**src/design/hyperloglog_merge_and_estimate_assert.svh**
```systemverilog
// Assertion macros used by the top level of the estimator.
`ifndef HYPERLOGLOG_MERGE_AND_ESTIMATE_ASSERT_SVH
`define HYPERLOGLOG_MERGE_AND_ESTIMATE_ASSERT_SVH
`ifndef ASSERT_OFF
`define HLLME_ASSERT_IMPLY(label, clk, rst, ante, cons) \
  label: assert property (@(posedge clk) disable iff (rst) (ante) |-> (cons)) \
    else $error("implication check failed");
`define HLLME_ASSERT_ALWAYS(label, clk, rst, cond) \
  label: assert property (@(posedge clk) disable iff (rst) (cond)) \
    else $error("invariant check failed");
`else
`define HLLME_ASSERT_IMPLY(label, clk, rst, ante, cons)
`define HLLME_ASSERT_ALWAYS(label, clk, rst, cond)
`endif
`endif

```
**src/design/hllme_pkg.sv**
```systemverilog
// Types, constants and helper functions of the cardinality estimator.
`timescale 1ns / 1ps
package hllme_pkg;

  localparam int INDEX_BITS = 10;
  localparam int FRAC_BITS  = 48;
  localparam int NUM_REGS   = 1 << INDEX_BITS;
  localparam int RANK_W     = 6;
  localparam int SUM_W      = INDEX_BITS + FRAC_BITS + 1;
  localparam int ZC_W       = INDEX_BITS + 1;
  localparam int EST_W      = 63;
  localparam int REM_W      = SUM_W + 1;
  localparam int NUM_W      = 128;
  localparam int L_W        = 36;

  localparam logic [63:0] ALPHA_Q32 =
    64'((64'(7213) * 64'(NUM_REGS) << 32) /
        (64'(10) * (64'(1000) * 64'(NUM_REGS) + 64'(1079))));
  localparam logic [NUM_W-1:0] NUMER =
    (128'(ALPHA_Q32) * 128'(NUM_REGS) * 128'(NUM_REGS)) << (FRAC_BITS - 32);
  localparam logic [EST_W-1:0] SMALL_LIMIT = EST_W'((5 * NUM_REGS) >> 1);
  localparam logic [EST_W-1:0] EST_MAX     = {EST_W{1'b1}};
  localparam logic [31:0]      LN2_Q32     = 32'd2977044472;
  localparam logic [L_W-1:0]   L_BASE      = L_W'(INDEX_BITS) << 32;

  localparam logic OP_MERGE = 1'b0;
  localparam logic OP_QUERY = 1'b1;

  typedef struct packed {
    logic                  is_query;
    logic [INDEX_BITS-1:0] idx;
    logic [RANK_W-1:0]     val;
  } item_t;

  typedef struct packed {
    logic             start;
    logic [SUM_W-1:0] sum;
    logic [ZC_W-1:0]  zc;
  } snap_t;

  typedef struct packed {
    logic            clearing;
    logic [ZC_W-1:0] zero_count;
  } back_status_t;

  typedef enum logic [2:0] {
    EST_IDLE, EST_DIV, EST_CHK, EST_LOG, EST_LN, EST_OUT
  } est_state_t;

  function automatic logic [SUM_W-1:0] term_of(input logic [RANK_W-1:0] r);
    logic [SUM_W-1:0] t;
    t = '0;
    if (r <= RANK_W'(FRAC_BITS)) begin
      t = SUM_W'(1) << (RANK_W'(FRAC_BITS) - r);
    end
    return t;
  endfunction

endpackage

```
**src/design/hllme_est.sv**
```systemverilog
// Estimate unit: bit-serial divider, squaring log2 unit and the result register.
`timescale 1ns / 1ps
module hllme_est (
  input  logic                      clk,
  input  logic                      rst,
  input  hllme_pkg::snap_t          snap,
  output logic                      est_idle,
  output logic                      m_tvalid,
  input  logic                      m_tready,
  output logic [79:0]               m_tdata,
  output logic [0:0]                m_tuser
);

  hllme_pkg::est_state_t state, state_next;

  logic [hllme_pkg::SUM_W-1:0] dvs;
  logic [hllme_pkg::ZC_W-1:0]  zc;
  logic [hllme_pkg::NUM_W-1:0] num;
  logic [hllme_pkg::REM_W-1:0] rem;
  logic [hllme_pkg::EST_W-1:0] quo;
  logic                        ovf;
  logic [6:0]                  dcnt;
  logic [3:0]                  lexp;
  logic [31:0]                 ly;
  logic [31:0]                 lfrac;
  logic [4:0]                  lcnt;
  logic [51:0]                 prod;
  logic                        lin_used;

  logic [hllme_pkg::REM_W-1:0] rem_sh;
  logic                        qbit;
  logic [hllme_pkg::REM_W-1:0] rem_new;
  logic [63:0]                 sq;
  logic                        lbit;
  logic [3:0]                  msb;
  logic                        go_small;
  logic [hllme_pkg::L_W-1:0]   lval;
  logic [63:0]                 ln_wide;
  logic [hllme_pkg::EST_W-1:0] est_val;
  logic                        load_out;

  assign rem_sh  = {rem[hllme_pkg::REM_W-2:0], num[hllme_pkg::NUM_W-1]};
  assign qbit    = (rem_sh >= hllme_pkg::REM_W'(dvs));
  assign rem_new = qbit ? rem_sh - hllme_pkg::REM_W'(dvs) : rem_sh;
  assign sq      = 64'(ly) * 64'(ly);
  assign lbit    = sq[63];
  assign lval    = hllme_pkg::L_BASE - {lexp, lfrac};
  assign ln_wide = (64'(prod[51:16]) << hllme_pkg::INDEX_BITS) >> 32;
  assign est_val = lin_used ? hllme_pkg::EST_W'(ln_wide)
                            : (ovf ? hllme_pkg::EST_MAX : quo);
  assign go_small = !ovf && (zc != '0) &&
                    ((quo < hllme_pkg::SMALL_LIMIT) ||
                     (quo == hllme_pkg::SMALL_LIMIT && rem == '0));

  always_comb begin
    msb = '0;
    for (int i = 0; i < hllme_pkg::ZC_W; i++) begin
      if (zc[i]) msb = 4'(i);
    end
  end

  always_ff @(posedge clk) begin
    if (rst) state <= hllme_pkg::EST_IDLE;
    else     state <= state_next;
  end

  always_comb begin
    state_next = state;
    est_idle   = 1'b0;
    load_out   = 1'b0;
    unique case (state)
      hllme_pkg::EST_IDLE: begin
        est_idle = 1'b1;
        if (snap.start) begin
          state_next = (snap.sum == '0) ? hllme_pkg::EST_OUT : hllme_pkg::EST_DIV;
        end
      end
      hllme_pkg::EST_DIV: begin
        if (dcnt == '0) state_next = hllme_pkg::EST_CHK;
      end
      hllme_pkg::EST_CHK: begin
        state_next = go_small ? hllme_pkg::EST_LOG : hllme_pkg::EST_OUT;
      end
      hllme_pkg::EST_LOG: begin
        if (lcnt == '0) state_next = hllme_pkg::EST_LN;
      end
      hllme_pkg::EST_LN: begin
        state_next = hllme_pkg::EST_OUT;
      end
      hllme_pkg::EST_OUT: begin
        if (!m_tvalid || m_tready) begin
          load_out   = 1'b1;
          state_next = hllme_pkg::EST_IDLE;
        end
      end
      default: state_next = hllme_pkg::EST_IDLE;
    endcase
  end

  always_ff @(posedge clk) begin
    unique case (state)
      hllme_pkg::EST_IDLE: begin
        dvs      <= snap.sum;
        zc       <= snap.zc;
        num      <= hllme_pkg::NUMER;
        rem      <= '0;
        quo      <= '0;
        ovf      <= (snap.sum == '0);
        dcnt     <= 7'd127;
        lin_used <= 1'b0;
      end
      hllme_pkg::EST_DIV: begin
        num  <= num << 1;
        rem  <= rem_new;
        quo  <= {quo[hllme_pkg::EST_W-2:0], qbit};
        if (qbit && dcnt >= 7'd63) ovf <= 1'b1;
        dcnt <= dcnt - 1'b1;
      end
      hllme_pkg::EST_CHK: begin
        lexp  <= msb;
        ly    <= 32'(zc) << (5'd31 - 5'(msb));
        lfrac <= '0;
        lcnt  <= 5'd31;
      end
      hllme_pkg::EST_LOG: begin
        // The square is taken in Q1.31; a result of two or more renormalizes.
        ly    <= lbit ? sq[63:32] : sq[62:31];
        lfrac <= {lfrac[30:0], lbit};
        lcnt  <= lcnt - 1'b1;
      end
      hllme_pkg::EST_LN: begin
        prod     <= 52'(lval[hllme_pkg::L_W-1:16]) * 52'(hllme_pkg::LN2_Q32);
        lin_used <= 1'b1;
      end
      hllme_pkg::EST_OUT: begin
      end
      default: begin
      end
    endcase
  end

  always_ff @(posedge clk) begin
    if (rst) begin
      m_tvalid <= 1'b0;
    end else if (load_out) begin
      m_tvalid <= 1'b1;
    end else if (m_tready) begin
      m_tvalid <= 1'b0;
    end
  end

  always_ff @(posedge clk) begin
    if (load_out) begin
      m_tdata <= {6'b0, 11'(zc), est_val};
      m_tuser <= lin_used;
    end
  end

endmodule

```
**config.mk**
```make
export PLATFORM = sky130hd
export DESIGN_NAME = hllme_est
export DESIGN_NICKNAME = d
export VERILOG_FILES = /design/src/design/hyperloglog_merge_and_estimate_assert.svh /design/src/design/hllme_pkg.sv /design/src/design/hllme_est.sv
export SDC_FILE = /design/constraint.sdc
export NUM_CORES = 2
export LEC_CHECK = 0
export BUFFER_PORTS_ARGS = -buffer_cell sky130_fd_sc_hd__buf_4
export CORE_MARGIN = 2
export CORE_UTILIZATION = 67
export CTS_BUF_LIST = sky130_fd_sc_hd__clkbuf_4
export CTS_CLUSTER_DIAMETER = 50
export DETAILED_ROUTE_END_ITERATION = 6
export PLACE_DENSITY = 0.85
export SLEW_MARGIN = 5
export SYNTH_ARGS = -nofsm -noshare
export SYNTH_HDL_FRONTEND = slang
export SYNTH_SLANG_ARGS = --single-unit
```
**constraint.sdc**
```tcl
create_clock -name clk -period 10.9 [get_ports clk]
set_input_delay 0 -clock clk [delete_from_list [all_inputs] [get_ports clk]]
set_output_delay 0 -clock clk [all_outputs]
set_load 0.02 [all_outputs]
```
==> results.yml <==
global_route:
  grt_usage_pct: 36.1
  grt_pass1_wl_um: 254000
  antenna_found_initial: 8
  grt_overflow: 0
  grt_pass1_vias: 47200
  grt_max_degree: 239
floorplanning:
  start_util_pct: 67.8
  dieArea_mm2: 0.0922
  die_w_um: 304
  core.rowCount: 109
  ios: 157
  core-area_mm2: 0.0886
  die_h_um: 304
drt:
  wl_per_cell_um: 21.4
  ant_nets: 0
  drt-initial-drc-count: 4456
  vias: 44500
  vias_per_cell: 5.94
  firstDrtPassIters: 6
  drc: 0
  drt_wl_total_um: 160000
synth:
  synth-seq-cells: 456
  ys_seq_area_share_pct: 22.7
  synth_compound_area_share_pct: 6.69
  synth_cell_types: 77
  synth_top_area_share_pct: 33.6
  synthArstFlopShare_pct: 0
  netlist_instances: 5970
  syn_area_per_cell_um2: 10.1
  synth.cell_area_mm2: 0.0601
  yosys.area_share.simple_pct: 11.7
  synthFlopType: "edfxtp_1"
  synth_xor_area_share_pct: 2.17
  synth_top_family_by_area: "adder cells"
  synthMuxAreaShare_pct: 0.797
  synthAdderAreaFrac_pct: 45.6
  synth_top_area_cell: "fa_1"
  synth_edf_count: 452
  yosysWarningCount: 0
  ys_top_cells_by_area: "fa_1 34%, edfxtp_1 23%, ha_1 12%, inv_1 8.9%, nand2_1 2.7%"
job:
  drv_cap: 0
setup_path:
  crit_start: "ly[4]"
  timing.rr.start: "ly[4]"
  path_max_fanout: 24
  cp_data_required_time_ns: 11.52
  crit_arrival_ns: 10.83
  crit_path_end_kind: "register"
  path_class: "register to register"
  start_kind: "register"
timing:
  final_max_slew_viol_count: 0
  rsz0062_at_grt: "false"
  hold_viol_final: 0
  worst_slew_pin_slew_ns: 1.25
  finalCriticalPeriod_ns: 10.21
  fmax_mhz: 98.0
  max_slew_margin_pct: 16.7
  period_share_pct: 93.7
  setup_viol: 0
  tns_ns: 0
  fin_skew_ns: 0.0788
placed_design:
  dp_hpwl_um: 123000
  routabilityCongestion: 0.999
  io_buffers: 150
  placed_cells: 7149
clock_tree:
  clk_pin_slew_ns: 0.09
  ctsHoldBuffers: 146
  clock_path_buffers: 3
  clk-insertion-delay-late_ns: 0.94
  numCtsBuffers: 109
  cts_tree: "yes"
  ctsResizeCount: 0
  post-cts-setup-buffers: 0
  cts_max_level: 3
  cts-root-buf: "clkbuf_4"
  cts_num_sinks: 456
min_path:
  hp-class: "primary input to register"
  hold_path_startpoint: "snap[7]"
finish:
  final_util_pct: 73.9
  nets: 7899
  syn2layout_area_growth_pct: 8.88
  fillers: 5895
  layoutNonFillerInstCount: 7493
  layout-drive-gt1-share_pct: 6.99
status:
  status: "finished clean"
==> cell usage in the layout, fill, tap and decap left out, types with 7 or more instances in the layout <==
cell | Yosys | layout
a221oi_1 | 10 | 10
nand2b_1 | 29 | 29
buf_4 | 6 | 230
xnor2_1 | 87 | 85
nor4_1 | 51 | 50
o21ai_0 | 123 | 123
or4_1 | 7 | 7
nor3_1 | 31 | 31
nor2b_1 | 27 | 27
mux2i_1 | 40 | 40
clkbuf_4 | 0 | 152
clkinv_2 | 0 | 9
dlygate4sd3_1 | 0 | 146
xor2_1 | 62 | 62
nand4_1 | 50 | 50
clkinv_1 | 5 | 30
or2_2 | 12 | 12
o31ai_1 | 11 | 11
edfxtp_1 | 452 | 452
ha_1 | 575 | 575
a2111oi_0 | 9 | 9
and2_1 | 168 | 168
and3_1 | 180 | 180
nor2_1 | 359 | 356
a211oi_1 | 25 | 25
o21a_1 | 19 | 19
nand2_1 | 435 | 435
nor4b_1 | 8 | 8
and4_1 | 10 | 10
o211ai_1 | 15 | 15
a21o_1 | 90 | 90
a31oi_1 | 20 | 20
o21bai_1 | 31 | 31
inv_1 | 1427 | 1425
a21oi_1 | 227 | 226
fa_1 | 1009 | 1009
nand3_1 | 50 | 50
==> cell usage after synthesis, drive strengths merged, types with 6 or more instances <==
| cell | n |
|---|---|
| and3 | 180 |
| nor2b | 27 |
| or4 | 8 |
| a221oi | 10 |
| a211o | 6 |
| nand2b | 30 |
| a21oi | 228 |
| edfxtp | 452 |
| mux2i | 40 |
| fa | 1009 |
| nand2 | 435 |
| o21ai | 125 |
| inv | 1430 |
| nor2 | 359 |
| nor4 | 53 |
| a2111oi | 9 |
| a31oi | 20 |
| or2 | 12 |
| xnor2 | 87 |
| o211ai | 15 |
| o21a | 19 |
| buf | 11 |
| and4 | 10 |
| o21bai | 31 |
| xor2 | 62 |
| and2 | 168 |
| or3 | 7 |
| o31ai | 11 |
| nand3 | 50 |
| nand4 | 50 |
| a211oi | 25 |
| a21o | 90 |
| nor3 | 31 |
| clkbuf | 211 |
| ha | 575 |
| nor4b | 8 |
==> stage by stage <==
stage          hold WS, ns  area, um2  worst slack [ns]
5_1_grt              0.255      65500            0.0251
2_1_floorplan       0.0691      60200              1.49
3_5_place_dp         0.179      62600             0.740
4_1_cts              0.261      65500             0.728
3_3_place_gp         0.179      62600             0.900
6_report             0.329      65500             0.692
==> final timing paths <==
path / cells past startpoint / endpoint / slack (ns)
max: 27 / ly[7] / 0.69
min: 3 / zc[7] / 0.33
max reg2reg: 27 / ly[7] / 0.69
min reg2reg: 1 / num[52] / 0.50
==> layer usage <==
layer	track usage, %	routed length (um)
met3	8.30	16400
met2	57.6	75700
met4	16.1	7940
met1	47.5	60000
met5	0	25
==> logic make-up after synthesis <==
logic type               count (synthesis)
buffers and inverters                 1657
adder cells (fa/ha/maj)               1584
AND/OR/NAND/NOR                       1438
AO/OA/AOI/OAI                          641
flip-flops                             456
XOR/XNOR                               149
multiplexers                            44
other                                    1
==> sequential cells by signal, summed over array words and instances (netlist names), 5 cells and up <==
name     count
num         88
rem         60
zc          11
dcnt         7
lfrac       32
dvs         59
lcnt         5
prod        14
m_tdata     74
ly          32
quo         63
==> layout make-up <==
cell class	count	area, um2	area share [%]
clock buffer	152	1140	1.74
timing repair buffer	377	3210	4.90
multi-input combinational	3862	40300	61.6
inverter	1435	5390	8.23
tap	1165	1460	2.23
clock inverter	41	300	0.459
antenna	5	12.5	0.0191
sequential	456	13700	20.9
==> worst max-delay path, cell delays in order (launching register included) <==
cell,delay (ns)
edfxtp_1,1.14
nand2_1,0.28
fa_1,0.59
inv_1,0.05
fa_1,0.50
inv_1,0.05
fa_1,0.50
inv_1,0.06
fa_1,0.51
fa_1,0.54
inv_1,0.06
fa_1,0.54
inv_1,0.05
fa_1,0.50
fa_1,0.51
ha_1,0.36
a21oi_1,0.28
o211ai_1,0.16
a21oi_1,0.14
a31oi_1,0.18
a211oi_1,0.89
o21a_1,0.33
o31a_1,0.23
o21ai_0,0.16
xnor2_2,0.43
buf_4,0.48
mux2i_1,0.28
nor2_1,0.06
Power is left out: the tool's default activity adds up to more than one toggle a clock period on the data nets, which glitch-free logic cannot reach.
