`config.mk`:
```
export PLATFORM = sky130hd
export DESIGN_NAME = hllme_front
export DESIGN_NICKNAME = d
export VERILOG_FILES = /design/src/design/hyperloglog_merge_and_estimate_assert.svh /design/src/design/hllme_pkg.sv /design/src/design/hllme_front.sv
export SDC_FILE = /design/constraint.sdc
export NUM_CORES = 1
export LEC_CHECK = 0
export ABC_AREA = 1
export BUFFER_PORTS_ARGS = -buffer_cell sky130_fd_sc_hd__clkbuf_2
export CORE_ASPECT_RATIO = 0.7
export CORE_UTILIZATION = 46
export CTS_CLUSTER_DIAMETER = 200
export CTS_CLUSTER_SIZE = 20
export DETAILED_ROUTE_END_ITERATION = 6
export GPL_ROUTABILITY_DRIVEN = 0
export PLACE_DENSITY = 0.7
export SLEW_MARGIN = 20
export SYNTH_ARGS = -nofsm -noshare
export SYNTH_HDL_FRONTEND = slang
export SYNTH_SLANG_ARGS = --single-unit
```
`constraint.sdc`:
```
create_clock -name clk -period 1.9 [get_ports clk]
set_clock_uncertainty 0.2 [all_clocks]
set_input_delay 0.285 -clock clk [delete_from_list [all_inputs] [get_ports clk]]
set_output_delay 0.285 -clock clk [all_outputs]
set_load 0.03 [all_outputs]
```
`src/design/hyperloglog_merge_and_estimate_assert.svh`:
```
// Assertion macros used by the top level of the estimator.
`ifndef HYPERLOGLOG_MERGE_AND_ESTIMATE_ASSERT_SVH
`define HYPERLOGLOG_MERGE_AND_ESTIMATE_ASSERT_SVH
`ifndef ASSERT_OFF
`define HLLME_ASSERT_IMPLY(label, clk, rst, ante, cons) \
  label: assert property (@(posedge clk) disable iff (rst) (ante) |-> (cons)) \
    else $error("implication check failed");
`define HLLME_ASSERT_ALWAYS(label, clk, rst, cond) \
  label: assert property (@(posedge clk) disable iff (rst) (cond)) \
    else $error("invariant check failed");
`else
`define HLLME_ASSERT_IMPLY(label, clk, rst, ante, cons)
`define HLLME_ASSERT_ALWAYS(label, clk, rst, cond)
`endif
`endif

```
`src/design/hllme_pkg.sv`:
```
// Types, constants and helper functions of the cardinality estimator.
`timescale 1ns / 1ps
package hllme_pkg;

  localparam int INDEX_BITS = 10;
  localparam int FRAC_BITS  = 48;
  localparam int NUM_REGS   = 1 << INDEX_BITS;
  localparam int RANK_W     = 6;
  localparam int SUM_W      = INDEX_BITS + FRAC_BITS + 1;
  localparam int ZC_W       = INDEX_BITS + 1;
  localparam int EST_W      = 63;
  localparam int REM_W      = SUM_W + 1;
  localparam int NUM_W      = 128;
  localparam int L_W        = 36;

  localparam logic [63:0] ALPHA_Q32 =
    64'((64'(7213) * 64'(NUM_REGS) << 32) /
        (64'(10) * (64'(1000) * 64'(NUM_REGS) + 64'(1079))));
  localparam logic [NUM_W-1:0] NUMER =
    (128'(ALPHA_Q32) * 128'(NUM_REGS) * 128'(NUM_REGS)) << (FRAC_BITS - 32);
  localparam logic [EST_W-1:0] SMALL_LIMIT = EST_W'((5 * NUM_REGS) >> 1);
  localparam logic [EST_W-1:0] EST_MAX     = {EST_W{1'b1}};
  localparam logic [31:0]      LN2_Q32     = 32'd2977044472;
  localparam logic [L_W-1:0]   L_BASE      = L_W'(INDEX_BITS) << 32;

  localparam logic OP_MERGE = 1'b0;
  localparam logic OP_QUERY = 1'b1;

  typedef struct packed {
    logic                  is_query;
    logic [INDEX_BITS-1:0] idx;
    logic [RANK_W-1:0]     val;
  } item_t;

  typedef struct packed {
    logic             start;
    logic [SUM_W-1:0] sum;
    logic [ZC_W-1:0]  zc;
  } snap_t;

  typedef struct packed {
    logic            clearing;
    logic [ZC_W-1:0] zero_count;
  } back_status_t;

  typedef enum logic [2:0] {
    EST_IDLE, EST_DIV, EST_CHK, EST_LOG, EST_LN, EST_OUT
  } est_state_t;

  function automatic logic [SUM_W-1:0] term_of(input logic [RANK_W-1:0] r);
    logic [SUM_W-1:0] t;
    t = '0;
    if (r <= RANK_W'(FRAC_BITS)) begin
      t = SUM_W'(1) << (RANK_W'(FRAC_BITS) - r);
    end
    return t;
  endfunction

endpackage

```
`src/design/hllme_front.sv`:
```
// Input side: accepts beats, classifies them and queues them for the back end.
`timescale 1ns / 1ps
module hllme_front (
  input  logic                clk,
  input  logic                rst,
  input  logic                s_tvalid,
  output logic                s_tready,
  input  logic [15:0]         s_tdata,
  input  logic [0:0]          s_tuser,
  input  logic                clearing,
  output logic                q_valid,
  output hllme_pkg::item_t    q_item,
  input  logic                q_pop
);

  hllme_pkg::item_t slots [2];
  logic       wr_ptr;
  logic       rd_ptr;
  logic [1:0] count;
  logic       push;
  logic       pop;

  assign s_tready = (count != 2'd2) && !clearing;
  assign push     = s_tvalid && s_tready;
  assign q_valid  = (count != 2'd0);
  assign pop      = q_pop && q_valid;
  assign q_item   = slots[rd_ptr];

  always_ff @(posedge clk) begin
    if (rst) begin
      wr_ptr <= 1'b0;
      rd_ptr <= 1'b0;
      count  <= 2'd0;
    end else begin
      if (push) wr_ptr <= !wr_ptr;
      if (pop) rd_ptr <= !rd_ptr;
      count <= count + 2'(push) - 2'(pop);
    end
  end

  always_ff @(posedge clk) begin
    if (push) begin
      slots[wr_ptr].is_query <= (s_tuser[0] == hllme_pkg::OP_QUERY);
      slots[wr_ptr].idx      <= s_tdata[hllme_pkg::INDEX_BITS-1:0];
      slots[wr_ptr].val      <= s_tdata[15:10];
    end
  end

endmodule

```
==> flow_metrics.py, run 1 <==
metrics = {
    "logic_synthesis": {
        "synth_warnings": 0,
        "synth_ff_type": "edfxtp_1",
        "synth.distinct_cells": 14,
        "synth-edff-count": 34,
        "synth_area_per_cell_um2": 16.6,
        "mappedNetlistNets": 117,
        "synth-seq-cells": 39,
        "yosysMostFrequentCell": "edfxtp_1",
        "synth-seq-area-share": 0.727,
        "synthArstFlopShare": 0,
        "syn_inst": 93,
        "yosysTopAreaCellShare": 0.662,
        "yosysTopAreaCell": "edfxtp_1",
        "synth_top_cells_by_area": "edfxtp_1 66%, mux2_4 9.7%, dfxtp_1 6.5%, mux2_2 5.1%, inv_1 2.7%",
        "netlist_area_mm2": 0.00154,
        "yosys-top-cells-count": "34 x edfxtp_1, 11 x inv_1, 10 x mux2_4",
    },
    "power_and_ir_drop": {
        "cellLeakagePower_nw": 0.873,
        "power.internal_mw": 1.59,
        "combPwrFrac": 0.329,
        "max-vdd-ir-drop_uv": 641,
        "powerDensity_mw_per_mm2": 1120,
        "seq_power_share": 0.454,
        "p_switching_uw": 752,
        "p_clk_frac": 0.216,
        "netSwitchingFraction": 0.322,
    },
    "floorplan": {
        "initial_core_util": 0.487,
        "die_x_um": 71.2,
        "dieArea_mm2": 0.00359,
        "rows": 17,
        "io_pins": 41,
        "core_area_mm2": 0.00317,
        "die_h_um": 50.5,
    },
    "drt": {
        "first_pass_iters": 6,
        "wl_um": 2560,
        "vias": 939,
        "vias_per_cell": 4.70,
        "ant_nets": 0,
        "drt_iter0_markers": 42,
        "drc": 3,
        "wl_per_cell_um": 12.8,
    },
    "timing": {
        "fmax_ghz": 0.543,
        "finalMaxSlewViolations": 0,
        "period_share": 0.969,
        "fin_tns_setup_ns": 0,
        "worst_pin_slew_ns": 0.242,
        "finalSetupViolCount": 0,
        "rsz0062_at_grt": "no",
        "finalHoldViolCount": 0,
        "fin_crit_ns": 1.84,
        "slew_headroom": 0.839,
    },
    "grt": {
        "antenna_found_initial": 0,
        "grt_pass1_wl_um": 4010,
        "grt_max_degree": 18,
        "grt_overflow": 0,
        "grt_usage": 0.157,
        "grt_pass1_vias": 924,
    },
    "outcome": {
        "status": "finished, violations left",
        "violations": "design-rule violations",
    },
    "place": {
        "dpl_cell_area_mm2": 0.00180,
        "dp_hpwl_um": 1740,
        "portBuffers": 40,
    },
    "setup_path": {
        "cp.arrival_ns": 1.36,
        "critPathBufInv": 2,
        "cp_max_fo": 9,
        "critPathLaunchType": "flip-flop",
        "cp.required_ns": 1.41,
        "setup.worst_path.end_class": "output pin",
        "slowest_stage": "mux2_2",
        "crit_family": "buffers and inverters",
        "critPathKind": "flip-flop to output pin",
        "worstPathCellList": "buf_4, mux2_2, clkbuf_2",
        "worst_path_largest_cell_delay_ns": 0.36,
    },
    "final_layout": {
        "design_area_mm2": 0.00208,
        "diodes": 0,
        "area_growth_pct": 34.8,
        "drive_gt1_frac": 0.451,
        "nFillCells": 231,
        "fin_nets": 185,
    },
    "clocking": {
        "cts-root-buf": "clkbuf_8",
        "clockBufferDepth": 2,
        "cts_sinks": 39,
        "cts_tree": "done",
        "postCtsSetupRepairBufs": 0,
        "clk_pin_slew_ns": 0.07,
        "htreeDepth": 2,
        "clock_latency_ns": 0.28,
        "cts_buffers": 5,
    },
    "flow_run": {
        "maxCapViolCount": 0,
    },
    "worst_hold_path": {
        "hp-class": "primary input to flip-flop",
    },
}
layout make-up:
type                    count  area, um2  area share
flip-flops and latches     39       1120       0.540
repair buffers             63        418       0.201
multi-input cells          41        369       0.177
clock buffers               7       76.3      0.0367
well taps                  38       47.5      0.0229
inverters                  11       41.3      0.0199
clock inverters             1       5.00     0.00241
what timing repair did:
action                                  CTS  global route
gates resized for setup                   0             5
endpoints found under the setup margin    0             1
hold endpoints to repair                 33             2
hold buffers                             17             1
final timing paths:
kind	slack, ns	endpoint	cells after the start	from
setup / recovery	0.06	q_item[1]	3	flip-flop
hold / removal	0.15	flip-flop	4	q_pop
setup reg to reg	0.12	count[1]$_SDFF_PP0_	11	count[0]$_SDFF_PP0_
hold reg to reg	0.31	rd_ptr$_SDFFE_PP0P_	2	rd_ptr$_SDFFE_PP0P_
per-layer routing:
layer | global-route usage | routed length, um
met1 | 0.174 | 1030
met2 | 0.273 | 1340
met3 | 0.0562 | 159
met4 | 0.0733 | 25
met5 | 0 | 0
through the flow:
step	std cells	hold slack (ns)	setup slack (ns)	power, mW	utilization
CTS	199	0.00158	0.0309	2.33	0.647
floorplan	93	0.156	0.249	1.63	-
finish	200	0.149	0.0584	2.34	0.656
global placement	174	0.259	0.212	1.77	0.568
global route	200	0.167	0.000285	2.44	0.656
detailed placement	174	0.268	0.0374	1.80	0.568
power groups by stage:
stage | Sequential (mW) | Combinational [mW] | Clock [mW]
5_1_grt | 1.07 | 0.831 | 0.542
2_1_floorplan | 1.07 | 0.568 | 0
6_report | 1.06 | 0.770 | 0.506
3_5_place_dp | 1.07 | 0.726 | 0
4_1_cts | 1.06 | 0.755 | 0.519
3_3_place_gp | 1.07 | 0.702 | 0
state kept, by name, summed over array words and instances, names as in the netlist, named ones only:
register	cells
rd_ptr	1
slots	34
wr_ptr	1
count	2
cells in the final DEF (no fill, tap or decap), drive strengths merged:
| master | instances |
|---|---|
| buf | 5 |
| nand3 | 3 |
| mux2 | 17 |
| nor2 | 7 |
| clkbuf | 47 |
| nand4 | 1 |
| ha | 2 |
| dlygate4sd3 | 18 |
| a21oi | 2 |
| o21a | 1 |
| dfxtp | 5 |
| inv | 11 |
| clkinv | 1 |
| edfxtp | 34 |
| nand2 | 8 |
worst register-to-register path, delay by kind of cell, from the launching register on:
kind / cells / cell delay [ns]
AND/OR/NAND/NOR: 6 / 0.49
adder cells (fa/ha/maj): 2 / 0.48
flip-flops: 1 / 0.34
buffers and inverters: 3 / 0.18
kinds of logic after synthesis:
| logic type | count (synthesis) | share of synthesized area |
|---|---|---|
| compound gates | 3 | 0.0114 |
| fa+ha+maj | 2 | 0.0162 |
| buf+inv | 13 | 0.0470 |
| flops | 39 | 0.727 |
| mux | 17 | 0.148 |
| simple gates | 19 | 0.0503 |
Power figures use the tool's default switching activity.
==> inputs of run 2 (changes only) <==
--- a/config.mk
+++ b/config.mk
@@ -5,15 +5,14 @@
 export SDC_FILE = /design/constraint.sdc
 export NUM_CORES = 1
 export LEC_CHECK = 0
-export ABC_AREA = 1
 export BUFFER_PORTS_ARGS = -buffer_cell sky130_fd_sc_hd__clkbuf_2
 export CORE_ASPECT_RATIO = 0.7
-export CORE_UTILIZATION = 46
+export CORE_UTILIZATION = 45
 export CTS_CLUSTER_DIAMETER = 200
 export CTS_CLUSTER_SIZE = 20
 export DETAILED_ROUTE_END_ITERATION = 6
 export GPL_ROUTABILITY_DRIVEN = 0
-export PLACE_DENSITY = 0.7
+export PLACE_DENSITY = 0.69
 export SLEW_MARGIN = 20
 export SYNTH_ARGS = -nofsm -noshare
 export SYNTH_HDL_FRONTEND = slang
==> run 2 against run 1 <==
- the flow now finishes without violations
- clock power grew 2%
- critical path depth is the same
- combinational power grew 16%
- first-iteration DRC count grew 14%
- non-clock buffer count shrank 2
- highest routed layer unchanged
==> flow_metrics.py, run 2 <==
metrics = {
    "logic_synthesis": {
        "mappedNetlistNets": 104,
        "yosysTopAreaCellShare": 0.693,
        "netlist_area_mm2": 0.00147,
        "yosysTopAreaCell": "edfxtp_1",
        "yosysMostFrequentCell": "edfxtp_1",
        "synth-edff-count": 34,
        "synth_ff_type": "edfxtp_1",
        "synth_area_per_cell_um2": 18.4,
        "yosys-top-cells-count": "34 x edfxtp_1, 14 x mux2_2, 5 x dfxtp_1",
        "synthArstFlopShare": 0,
        "synth_top_cells_by_area": "edfxtp_1 69%, mux2_2 11%, dfxtp_1 6.8%, mux2_1 2.3%, ha_1 1.7%",
        "synth.distinct_cells": 23,
        "syn_inst": 80,
        "synth-seq-area-share": 0.761,
        "synth_warnings": 0,
        "synth-seq-cells": 39,
    },
    "floorplan": {
        "core_area_mm2": 0.00294,
        "die_x_um": 70.4,
        "dieArea_mm2": 0.00351,
        "rows": 16,
        "initial_core_util": 0.500,
        "io_pins": 41,
        "die_h_um": 49.9,
    },
    "grt": {
        "grt_usage": 0.167,
        "grt_pass1_wl_um": 4140,
        "antenna_found_initial": 0,
        "grt_overflow": 0,
        "grt_max_degree": 18,
        "grt_pass1_vias": 932,
    },
    "drt": {
        "ant_nets": 0,
        "wl_um": 2670,
        "drt_iter0_markers": 48,
        "wl_per_cell_um": 14.6,
        "vias_per_cell": 4.86,
        "vias": 889,
        "drc": 0,
        "first_pass_iters": 4,
    },
    "timing": {
        "finalHoldViolCount": 0,
        "worst_pin_slew_ns": 0.283,
        "slew_headroom": 0.811,
        "finalMaxSlewViolations": 0,
        "fmax_ghz": 0.543,
        "period_share": 0.969,
        "fin_tns_setup_ns": 0,
        "finalSetupViolCount": 0,
        "fin_crit_ns": 1.84,
    },
    "final_layout": {
        "largest_reg_flops": 34,
        "nFillCells": 200,
        "top_regs": "slots: 34 flops, count: 2 flops",
        "diodes": 0,
        "drive_gt1_frac": 0.524,
        "design_area_mm2": 0.00204,
        "fin_nets": 170,
        "layout_commonest_cell": "clkbuf_2",
        "top_register": "slots",
        "area_growth_pct": 38.8,
        "final_cell_mix": "40 x clkbuf_2, 34 x edfxtp_1, 15 x dlygate4sd3_1",
    },
    "clocking": {
        "clk_pin_slew_ns": 0.07,
        "cts_tree": "done",
        "clockBufferDepth": 2,
        "cts_sinks": 39,
        "cts_buffers": 5,
        "clock_latency_ns": 0.28,
        "cts-root-buf": "clkbuf_8",
        "htreeDepth": 2,
    },
    "setup_path": {
        "worst_path_largest_cell_delay_ns": 0.38,
        "cp_max_fo": 14,
        "slowest_stage": "dfxtp_2",
        "critPathLaunchType": "flip-flop",
        "cp.arrival_ns": 1.36,
        "worstPathCellList": "buf_12, mux2_2, clkbuf_2",
        "critPathBufInv": 2,
        "setup.worst_path.end_class": "output pin",
        "critPathKind": "flip-flop to output pin",
        "crit_family": "flip-flops",
        "cp.required_ns": 1.41,
    },
    "power_and_ir_drop": {
        "powerDensity_mw_per_mm2": 1230,
        "total_power_mw": 2.50,
        "seq_power_share": 0.438,
        "netSwitchingFraction": 0.331,
        "cellLeakagePower_nw": 0.807,
        "p_clk_frac": 0.205,
        "max-vdd-ir-drop_uv": 730,
        "p_switching_uw": 830,
        "combPwrFrac": 0.357,
        "power.internal_mw": 1.67,
    },
    "place": {
        "dpl_cell_area_mm2": 0.00176,
        "dp_hpwl_um": 1670,
        "portBuffers": 40,
    },
    "worst_hold_path": {
        "hp-class": "primary input to flip-flop",
    },
    "flow_run": {
        "maxCapViolCount": 0,
    },
    "outcome": {
        "status": "completed",
    },
}
## run 2: cell types whose count changed after synthesis, moves of 3 or more
cell / previous run / this run
nand3_1: 3 / 0
mux2_4: 10 / 0
mux2_2: 7 / 14
mux2_1: 0 / 3
nand2_1: 8 / 1
inv_1: 11 / 2
nor2_1: 7 / 4
## run 2: timing repair
item,in CTS,in global routing
setup buffers,0,2
pin swaps,0,4
hold endpoints to repair,29,0
gates resized for setup,1,8
hold buffers,15,0
endpoints found under the setup margin,14,1
## run 2: cell type report
class | count | area [um2] | share of cell area
multi-input cells | 37 | 367 | 0.179
repair buffers | 61 | 420 | 0.206
flip-flops and latches | 39 | 1120 | 0.550
clock inverters | 2 | 7.51 | 0.00367
clock buffers | 6 | 72.6 | 0.0355
inverters | 2 | 7.51 | 0.00367
well taps | 36 | 45.0 | 0.0220
## run 2: layer usage
metal	vias to the layer above	global-route usage	wire, um
met5	-	0	0
met4	0	0.0500	32
met3	6	0.0736	154
met2	29	0.292	1410
met1	425	0.184	1080
li1	429	-	-
## run 2: power by group through the flow
stage               Clock, mW  Sequential (mW)  Combinational, mW
CTS                     0.527             1.09              0.841
global placement            0             1.10              0.793
finish                  0.514             1.10              0.895
detailed placement          0             1.10              0.813
floorplan                   0             1.08              0.604
global route            0.571             1.10              0.960
## run 2: stage by stage
step                      utilization  setup slack [ns]  instances  hold WS (ns)
final                           0.695            0.0587        183        0.0113
after detailed placement        0.599            0.0375        158         0.278
after CTS                       0.678            0.0182        181       0.00116
after global routing            0.695          -0.00483        183      0.000714
after global placement          0.599             0.124        158         0.274
after floorplan                     -          0.000958         80         0.154
## run 2: cells by family after synthesis
logic type / count (synthesis) / share of synthesized area
DFF: 39 / 0.761
muxes: 17 / 0.130
and+or+nand+nor: 13 / 0.0518
buffers and inverters: 4 / 0.0161
AOI/OAI and AO/OA: 3 / 0.0119
xor gates and xnor gates: 2 / 0.0119
adders and majority gates: 2 / 0.0170
## run 2: path summary, 6_finish.rpt
kind                             from                      to  slack [ns]  depth (start not counted)
setup / recovery            flip-flop              q_item[16]        0.06                          3
hold / removal                s_tuser  slots[1][16]$_DFFE_PP_        0.01                          1
setup reg to reg  count[1]$_SDFF_PP0_     count[1]$_SDFF_PP0_        0.07                          9
hold reg to reg   wr_ptr$_SDFFE_PP0P_     wr_ptr$_SDFFE_PP0P_        0.31                          2
